--- config.mk ---
export PLATFORM = sky130hd
export DESIGN_NAME = uds_download_session_crc32
export DESIGN_NICKNAME = d
export VERILOG_FILES = /design/src/hw/rtl/udsdl_pkg.sv /design/src/hw/rtl/udsdl_front.sv /design/src/hw/rtl/udsdl_back.sv /design/src/hw/rtl/uds_download_session_crc32.sv
export SDC_FILE = /design/constraint.sdc
export NUM_CORES = 1
export LEC_CHECK = 0
export BUFFER_PORTS_ARGS = -buffer_cell sky130_fd_sc_hd__buf_4
export CAP_MARGIN = 10
export CORE_MARGIN = 10
export CORE_UTILIZATION = 40
export DETAILED_ROUTE_END_ITERATION = 16
export PLACE_DENSITY_LB_ADDON = 0.2
export SLEW_MARGIN = 25
export SYNTH_ARGS = -nofsm -noshare
export SYNTH_HDL_FRONTEND = slang
export SYNTH_HIERARCHICAL = 1
export SYNTH_SLANG_ARGS = --single-unit
--- constraint.sdc ---
create_clock -name clk -period 10.75 [get_ports clk]
set_input_delay 1.075 -clock clk [delete_from_list [all_inputs] [get_ports clk]]
set_output_delay 1.075 -clock clk [all_outputs]
set_load 0.05 [all_outputs]
--- src/hw/rtl/udsdl_pkg.sv ---
// Shared types and constants for the UDS download session block.
`default_nettype none
package udsdl_pkg;
  localparam logic [1:0] CMD_DOWNLOAD = 2'd0;
  localparam logic [1:0] CMD_HEADER   = 2'd1;
  localparam logic [1:0] CMD_DATA     = 2'd2;
  localparam logic [1:0] CMD_EXIT     = 2'd3;

  localparam logic [7:0] SID_DOWNLOAD    = 8'h34;
  localparam logic [7:0] SID_TRANSFER    = 8'h36;
  localparam logic [7:0] SID_EXIT        = 8'h37;
  localparam logic [7:0] SID_NEGATIVE    = 8'h7F;
  localparam logic [7:0] POSITIVE_OFFSET = 8'h40;
  localparam logic [7:0] FORMAT_REQUIRED = 8'h44;
  localparam logic [31:0] CRC_POLY = 32'hEDB8_8320;
  localparam logic [31:0] CRC_INIT = 32'hFFFF_FFFF;
  localparam int unsigned DOWNLOAD_MIN_LENGTH = 11;
  localparam int unsigned EXIT_CRC_LENGTH = 5;

  localparam logic [1:0] PHASE_IDLE     = 2'd0;
  localparam logic [1:0] PHASE_ACTIVE   = 2'd1;
  localparam logic [1:0] PHASE_COMPLETE = 2'd2;
  localparam logic [1:0] PHASE_FAILED   = 2'd3;

  localparam logic [2:0] CODE_NONE         = 3'd0;
  localparam logic [2:0] CODE_RANGE        = 3'd1;
  localparam logic [2:0] CODE_CONDITIONS   = 3'd2;
  localparam logic [2:0] CODE_SEQUENCE     = 3'd3;
  localparam logic [2:0] CODE_PROGRAMMING  = 3'd4;
  localparam logic [2:0] CODE_NOT_ACCEPTED = 3'd5;

  localparam logic [1:0] REG_MAX_IMAGE_SIZE   = 2'd0;
  localparam logic [1:0] REG_MAX_BLOCK_LENGTH = 2'd1;
  localparam logic [1:0] REG_MAX_BLOCK_DATA   = 2'd2;

  // Classified request handed from the front to the back.
  typedef struct packed {
    logic [1:0]  cmd;
    logic        len_short;    // download below 11 bytes, or header below 3
    logic        fmt_size_bad; // format, zero size or size above limit
    logic        data_over;    // header payload above max_block_data
    logic        exit_crc;     // exit carries a CRC
    logic [11:0] payload_len;  // header payload length
    logic [31:0] size;
    logic [7:0]  seq;
    logic [7:0]  data;
    logic [31:0] check;
  } udsdl_item_t;

  function automatic logic [31:0] crc_byte(input logic [31:0] crc, input logic [7:0] b);
    logic [31:0] c;
    c = crc ^ {24'd0, b};
    for (int i = 0; i < 8; i++) begin
      c = c[0] ? ((c >> 1) ^ CRC_POLY) : (c >> 1);
    end
    return c;
  endfunction
endpackage
`default_nettype wire

--- src/hw/rtl/udsdl_front.sv ---
// Front end: accept a transaction, classify it and queue it for the back end.
`default_nettype none
module udsdl_front import udsdl_pkg::*; #(
  parameter int LENGTH_BITS = 12
) (
  input  wire logic                   clk,
  input  wire logic                   rst,
  input  wire logic                   in_valid,
  output logic                        in_ready,
  input  wire logic [1:0]             cmd,
  input  wire logic [LENGTH_BITS-1:0] request_length,
  input  wire logic [7:0]             format_id,
  input  wire logic [31:0]            image_size,
  input  wire logic [7:0]             sequence_req,
  input  wire logic [7:0]             data_byte,
  input  wire logic [31:0]            check_value,
  input  wire logic [31:0]            max_image_size,
  input  wire logic [11:0]            max_block_data,
  output logic                        q_valid,
  input  wire logic                   q_ready,
  output udsdl_item_t                 q_item
);
  // Two-entry queue.
  udsdl_item_t mem [2];
  logic        wr_ptr, rd_ptr;
  logic [1:0]  count;
  udsdl_item_t cls;
  logic [LENGTH_BITS:0] plen;
  logic push, pop;

  always_comb begin
    plen = {1'b0, request_length} - (LENGTH_BITS+1)'(2);
    cls = '0;
    cls.cmd = cmd;
    cls.size = image_size;
    cls.seq = sequence_req;
    cls.data = data_byte;
    cls.check = check_value;
    cls.exit_crc = (request_length == LENGTH_BITS'(EXIT_CRC_LENGTH));
    cls.payload_len = 12'(plen);
    cls.data_over = ({{(32-LENGTH_BITS-1){1'b0}}, plen} > {20'd0, max_block_data});
    if (cmd == CMD_DOWNLOAD) begin
      cls.len_short = (request_length < LENGTH_BITS'(DOWNLOAD_MIN_LENGTH));
    end else begin
      cls.len_short = (request_length < LENGTH_BITS'(3));
    end
    cls.fmt_size_bad = (format_id != FORMAT_REQUIRED) || (image_size == 32'd0) ||
                       (image_size > max_image_size);
  end

  assign in_ready = (count != 2'd2);
  assign q_valid  = (count != 2'd0);
  assign q_item   = mem[rd_ptr];
  assign push = in_valid && in_ready;
  assign pop  = q_valid && q_ready;

  always_ff @(posedge clk) begin
    if (push) begin
      mem[wr_ptr] <= cls;
    end
    if (rst) begin
      wr_ptr <= 1'b0;
      rd_ptr <= 1'b0;
      count  <= 2'd0;
    end else begin
      if (push) wr_ptr <= ~wr_ptr;
      if (pop) rd_ptr <= ~rd_ptr;
      count <= count + {1'b0, push} - {1'b0, pop};
    end
  end
endmodule
`default_nettype wire

--- src/hw/rtl/udsdl_back.sv ---
// Back end: session state, CRC and the registered result stage.
`default_nettype none
module udsdl_back import udsdl_pkg::*; (
  input  wire logic        clk,
  input  wire logic        rst,
  input  wire logic        q_valid,
  output logic             q_ready,
  input  wire udsdl_item_t q_item,
  input  wire logic [11:0] max_block_length,
  output logic             out_valid,
  input  wire logic        out_ready,
  output logic             resp_valid,
  output logic [7:0]       resp_sid,
  output logic [7:0]       rejected_sid,
  output logic [2:0]       reject_code,
  output logic [7:0]       echo_sequence,
  output logic [11:0]      block_limit,
  output logic             write_valid,
  output logic [7:0]       write_data,
  output logic [1:0]       session_state
);
  logic [1:0]  phase, phase_next;
  logic [31:0] announced_size, announced_size_next;
  logic [31:0] received_count, received_count_next;
  logic [7:0]  expected_sequence, expected_sequence_next;
  logic [31:0] crc_register, crc_register_next;
  logic [11:0] block_bytes_left, block_bytes_left_next;
  logic        rv, wv;
  logic [7:0]  sid, rsid, eseq, wdata;
  logic [2:0]  code;
  logic [11:0] blim;
  logic        go, clr, active;

  assign q_ready = !out_valid || out_ready;
  assign go = q_valid && q_ready;
  assign active = (phase == PHASE_ACTIVE);

  always_comb begin
    phase_next = phase;
    announced_size_next = announced_size;
    received_count_next = received_count;
    expected_sequence_next = expected_sequence;
    crc_register_next = crc_register;
    block_bytes_left_next = block_bytes_left;
    rv = 1'b0; wv = 1'b0; sid = '0; rsid = '0; eseq = '0; wdata = '0;
    code = CODE_NONE; blim = '0; clr = 1'b0;
    unique case (q_item.cmd)
      CMD_DOWNLOAD: begin
        rv = 1'b1;
        if (active) begin
          sid = SID_NEGATIVE; rsid = SID_DOWNLOAD; code = CODE_NOT_ACCEPTED;
        end else if (q_item.len_short || q_item.fmt_size_bad) begin
          sid = SID_NEGATIVE; rsid = SID_DOWNLOAD; code = CODE_RANGE;
        end else begin
          clr = 1'b1;
          phase_next = PHASE_ACTIVE;
          sid = SID_DOWNLOAD + POSITIVE_OFFSET;
          blim = max_block_length;
        end
      end
      CMD_HEADER: begin
        rv = 1'b1;
        block_bytes_left_next = '0;
        if (!active) begin
          sid = SID_NEGATIVE; rsid = SID_TRANSFER; code = CODE_CONDITIONS;
        end else if (q_item.len_short || q_item.data_over) begin
          sid = SID_NEGATIVE; rsid = SID_TRANSFER; code = CODE_RANGE;
        end else if (q_item.seq != expected_sequence) begin
          sid = SID_NEGATIVE; rsid = SID_TRANSFER; code = CODE_SEQUENCE;
        end else begin
          block_bytes_left_next = q_item.payload_len;
          expected_sequence_next = q_item.seq + 8'd1;
          sid = SID_TRANSFER + POSITIVE_OFFSET;
          eseq = q_item.seq;
        end
      end
      CMD_DATA: begin
        if (active && block_bytes_left != 12'd0) begin
          crc_register_next = crc_byte(crc_register, q_item.data);
          received_count_next = received_count + 32'd1;
          block_bytes_left_next = block_bytes_left - 12'd1;
          wv = 1'b1;
          wdata = q_item.data;
        end
      end
      default: begin
        rv = 1'b1;
        block_bytes_left_next = '0;
        if (!active) begin
          sid = SID_NEGATIVE; rsid = SID_EXIT; code = CODE_CONDITIONS;
        end else if (received_count != announced_size) begin
          phase_next = PHASE_FAILED; clr = 1'b1;
          sid = SID_NEGATIVE; rsid = SID_EXIT; code = CODE_CONDITIONS;
        end else if (q_item.exit_crc && ((crc_register ^ CRC_INIT) != q_item.check)) begin
          phase_next = PHASE_FAILED; clr = 1'b1;
          sid = SID_NEGATIVE; rsid = SID_EXIT; code = CODE_PROGRAMMING;
        end else begin
          phase_next = PHASE_COMPLETE; clr = 1'b1;
          sid = SID_EXIT + POSITIVE_OFFSET;
        end
      end
    endcase
    if (clr) begin
      announced_size_next = (q_item.cmd == CMD_DOWNLOAD) ? q_item.size : 32'd0;
      received_count_next = '0;
      expected_sequence_next = 8'd1;
      crc_register_next = CRC_INIT;
      block_bytes_left_next = '0;
    end
  end

  always_ff @(posedge clk) begin
    if (go) begin
      resp_valid <= rv; resp_sid <= sid; rejected_sid <= rsid; reject_code <= code;
      echo_sequence <= eseq; block_limit <= blim; write_valid <= wv;
      write_data <= wdata; session_state <= phase_next;
    end
    if (rst) begin
      out_valid <= 1'b0;
      phase <= PHASE_IDLE;
      announced_size <= '0;
      received_count <= '0;
      expected_sequence <= 8'd1;
      crc_register <= CRC_INIT;
      block_bytes_left <= '0;
    end else begin
      if (go) out_valid <= 1'b1;
      else if (out_ready) out_valid <= 1'b0;
      if (go) begin
        phase <= phase_next;
        announced_size <= announced_size_next;
        received_count <= received_count_next;
        expected_sequence <= expected_sequence_next;
        crc_register <= crc_register_next;
        block_bytes_left <= block_bytes_left_next;
      end
    end
  end
endmodule
`default_nettype wire

--- src/hw/rtl/uds_download_session_crc32.sv ---
// Top level of the UDS download session server with streamed CRC-32.
`default_nettype none
// One transaction in, one result out, one per cycle sustained while out_ready
// holds high. The top level holds the configuration registers; the front end
// classifies each request (length, format and size checks) and holds it in a
// two-entry queue; the back end applies it to the session state, folds data
// bytes into the reflected CRC-32, and drives a registered result stage. A
// transaction passes the queue entry and then the result register before its
// result is presented; the back end's single state update per cycle sets the
// rate. Write configuration only while idle.
module uds_download_session_crc32 import udsdl_pkg::*; #(
  parameter int LENGTH_BITS = 12
) (
  input  wire logic                   clk,
  input  wire logic                   rst,
  input  wire logic                   cfg_we,
  input  wire logic [1:0]             cfg_index,
  input  wire logic [31:0]            cfg_data,
  input  wire logic                   in_valid,
  output logic                        in_ready,
  input  wire logic [1:0]             cmd,
  input  wire logic [LENGTH_BITS-1:0] request_length,
  input  wire logic [7:0]             format_id,
  input  wire logic [31:0]            image_size,
  input  wire logic [7:0]             sequence_req,
  input  wire logic [7:0]             data_byte,
  input  wire logic [31:0]            check_value,
  output logic                        out_valid,
  input  wire logic                   out_ready,
  output logic                        resp_valid,
  output logic [7:0]                  resp_sid,
  output logic [7:0]                  rejected_sid,
  output logic [2:0]                  reject_code,
  output logic [7:0]                  echo_sequence,
  output logic [11:0]                 block_limit,
  output logic                        write_valid,
  output logic [7:0]                  write_data,
  output logic [1:0]                  session_state
);
  logic [31:0] max_image_size;
  logic [11:0] max_block_length, max_block_data;
  logic        q_valid, q_ready;
  udsdl_item_t q_item;

  // Configuration registers; writes beyond the list are dropped.
  always_ff @(posedge clk) begin
    if (rst) begin
      max_image_size   <= 32'd1048576;
      max_block_length <= 12'd4095;
      max_block_data   <= 12'd4093;
    end else if (cfg_we) begin
      case (cfg_index)
        REG_MAX_IMAGE_SIZE:   max_image_size <= cfg_data;
        REG_MAX_BLOCK_LENGTH: max_block_length <= cfg_data[11:0];
        REG_MAX_BLOCK_DATA:   max_block_data <= cfg_data[11:0];
        default: ;
      endcase
    end
  end

  udsdl_front #(.LENGTH_BITS(LENGTH_BITS)) u_front (
    .clk, .rst, .in_valid, .in_ready, .cmd, .request_length, .format_id,
    .image_size, .sequence_req, .data_byte, .check_value, .max_image_size,
    .max_block_data, .q_valid, .q_ready, .q_item
  );

  udsdl_back u_back (
    .clk, .rst, .q_valid, .q_ready, .q_item, .max_block_length, .out_valid,
    .out_ready, .resp_valid, .resp_sid, .rejected_sid, .reject_code,
    .echo_sequence, .block_limit, .write_valid, .write_data, .session_state
  );
endmodule
`default_nettype wire

==> out/qor.csv <==
metric,value,unit
top_layer,met4,
design.core.area,0.0476,mm^2
syn_area_per_cell,12.2,um^2
drt-met1-wl,20.7,mm
register_area,0.0107,mm^2
drtPass1Iterations,4,
gp_congestion,0.873,
track_usage,0.160,
die_w,239,um
synth_ff_type,edfxtp_1,
drt_iter0_drc,584,
portBuffers,189,
synth-seq-area-share,0.556,
slowest_stage,o41ai_4,
die_h,239,um
htree_levels,2,
antenna_found_initial,0,
cts-root-buf,clkbuf_16,
ios,194,
combPwrFrac,0.322,
vias,12200,
clockPowerShare,0.291,
synth.distinct_cells,73,
cts_resized,0,
critPathBufInv,1,
wl_met3,2.27,mm
finClkSkew,0.0217,ns
std_cell_rows,80,
min_period,4.44,ns
swShare,0.337,
nFillCells,4356,
intPower,3.48,mW
cp.arrival,4.94,ns
p_seq_frac,0.387,
power.leakage,8.57,nW
totalWireLength,46.3,mm
clock-sinks,416,
synthCells,1575,
grt_max_degree,101,
drc_errors,0,
slew-limit-headroom,0.348,
yosysTopAreaCellShare,0.368,
yosysWarnings,6,
drtAntennaViolNets,0,
grt_pass1_wl,71.9,mm
synthesis.area,0.0192,mm^2
critical_path_class,reg2reg,
switchingPower,1.77,mW
synth_edf_count,236,
synth_largest_area_cell,edfxtp_1,
cp_cell_sequence,buf_4 -> mux2_2 -> o41ai_4 -> a21oi_4 -> or4_1 -> or3_1 -> a21oi_1,
vias_per_cell,5.09,
worst_pin_slew,0.974,ns
synthTopCellsByArea,"edfxtp_1 37%, dfxtp_1 19%, mux2_2 5.6%, xor2_1 4.4%, xnor2_1 4.0%",
cts.clk_slew.worst_paths,0.06,ns
num-nets-final,1943,
yosys_register_bits,416,
cts_tree,done,
p_total,5.25,mW
wl_met2,22.1,mm
rsz0062_at_grt,no,
diodes,0,
max_freq,225,MHz
maxCapViolations,0,
hpwl,32.7,mm
drv_slew,0,
post_cts_buffers,0,
worstSetupStartpointType,register,
status,finished clean,
slowest_delay,0.93,ns
cts_made_buffers,46,
hold_path.class,reg2reg,
setup.worst_path.end_class,register,
fin_crit_sh,0.413,
grt-ovfl-total,0,
ir_worst_vdd,0.148,mV
finalSetupTns,0,ns
powerDensity,232,mW/mm^2
die-area,0.0573,mm^2
cp_top_family,compound AO/OA/AOI/OAI gates,
routedWlPerCell,19.3,um
hold_buffers,0,
critPathMaxFanout,53,
hold_viol,0,
grt_pass1_vias,13000,
clock_latency,0.58,ns
area_delta_synth_final,17.5,%
multi_input_area,0.00792,mm^2
cts.path.max_buffers,3,
layout-drive-gt1-share,0.224,
timing.critical_path.required,11.25,ns
finalSetupViolCount,0,
initial_core_util,0.404,
async_flop_share,0,
layout make-up:
class,count,area share
tap,615,0.0341
multi-input combinational,1021,0.351
clock inverter,17,0.00676
clock buffer,69,0.0581
inverter,60,0.00997
timing repair buffer,202,0.0671
sequential,416,0.473
routing by layer:
metal,global-route usage,up-vias
met5,0,-
met4,0.0598,0
met3,0.0345,80
met2,0.266,248
met1,0.200,5895
li1,-,5996
power by group through the flow:
stage	combinational (mW)	clock [mW]	sequential, mW
2_1_floorplan	1.09	0	2.23
3_5_place_dp	1.69	0	2.07
5_1_grt	1.82	1.63	2.05
4_1_cts	1.70	1.57	2.04
3_3_place_gp	1.68	0	2.06
6_report	1.69	1.53	2.03
synthesized netlist by cell type, types with 8 or more instances:
master,n
nand4_1,25
a211o_1,11
ha_1,55
o2bb2ai_1,10
and2_1,22
clkbuf_1,39
buf_2,19
o22ai_1,15
a22o_1,32
mux2i_1,56
edfxtp_1,236
a22oi_1,10
and3_1,17
dfxtp_1,180
a21o_1,9
xnor2_2,8
nand3_1,26
nand2b_1,85
xnor2_1,88
a21oi_1,39
mux2_2,95
nor3_1,22
nand2_1,42
or3_1,8
o21ai_0,12
inv_1,60
nor4_1,29
nor2_1,113
buf_4,15
xor2_1,97
path summary, 6_finish.rpt:
kind | from | to | slack, ns | cells after the start
hold / removal | u_back/announced_size[1]$_SDFFE_PP0P_ | u_back/announced_size[1]$_SDFFE_PP0P_ | 0.47 | 2
setup reg to reg | register | u_back/received_count[23]$_SDFFE_PP0P_ | 6.31 | 7
setup / recovery | register | u_back/received_count[23]$_SDFFE_PP0P_ | 6.31 | 7
hold reg to reg | u_back/announced_size[1]$_SDFFE_PP0P_ | u_back/announced_size[1]$_SDFFE_PP0P_ | 0.47 | 2
kinds of logic (layout without fill, tap and decap cells):
group	count (synthesis)	in the layout	synth area share
multiplexers	154	154	0.0865
buffers and inverters	141	348	0.0353
flip-flops	416	416	0.556
XOR/XNOR	195	195	0.0930
AND/OR/NAND/NOR	433	433	0.124
adder cells (fa/ha/maj)	55	55	0.0358
other	1	4	0.000195
AO/OA/AOI/OAI	180	180	0.0699
flip-flops by register name, summed over array words and instances (netlist names), named ones only:
signal / flops
u_front/mem: 196
u_back/phase: 2
max_block_length: 12
u_back/reject_code: 3
u_back/received_count: 32
u_front/wr_ptr: 1
u_back/echo_sequence: 8
u_back/write_data: 8
u_back/resp_sid: 4
u_front/rd_ptr: 1
u_back/crc_register: 32
max_block_data: 12
u_back/announced_size: 32
u_front/count: 2
u_back/out_valid: 1
u_back/session_state: 2
u_back/rejected_sid: 2
u_back/expected_sequence: 8
u_back/block_bytes_left: 12
u_back/write_valid: 1
u_back/block_limit: 12
max_image_size: 32
cell usage in the layout (no fill, tap or decap), types with 32 or more instances in the layout:
master and count:
edfxtp_1 236, buf_4 202, dfxtp_1 179, nor2_1 111, xor2_1 97, mux2_2 95, xnor2_1 88, nand2b_1 85
inv_1 59, mux2i_1 56, ha_1 55, clkbuf_16 47, nand2_1 42, a21oi_1 39, a22o_1 32
metrics by stage:
step	hold WS [ns]	instances	setup WS [ns]	util	cell area (um^2)
global placement	0.453	2314	6.39	0.443	21100
detailed placement	0.462	2314	6.31	0.443	21100
global route	0.491	2400	6.04	0.474	22600
finish	0.469	2400	6.31	0.474	22600
floorplan	0.444	1578	4.92	-	19200
CTS	0.471	2400	6.30	0.474	22600
worst reg2reg max path: cells and delay by family, from the launching register on:
kind	cells	cell delay, ns
AOI/OAI and AO/OA	3	1.38
buffers and inverters	1	0.66
DFF	1	0.86
muxes	1	0.51
and+or+nand+nor	2	0.97
Note: power is estimated with default switching activity, not from simulation.
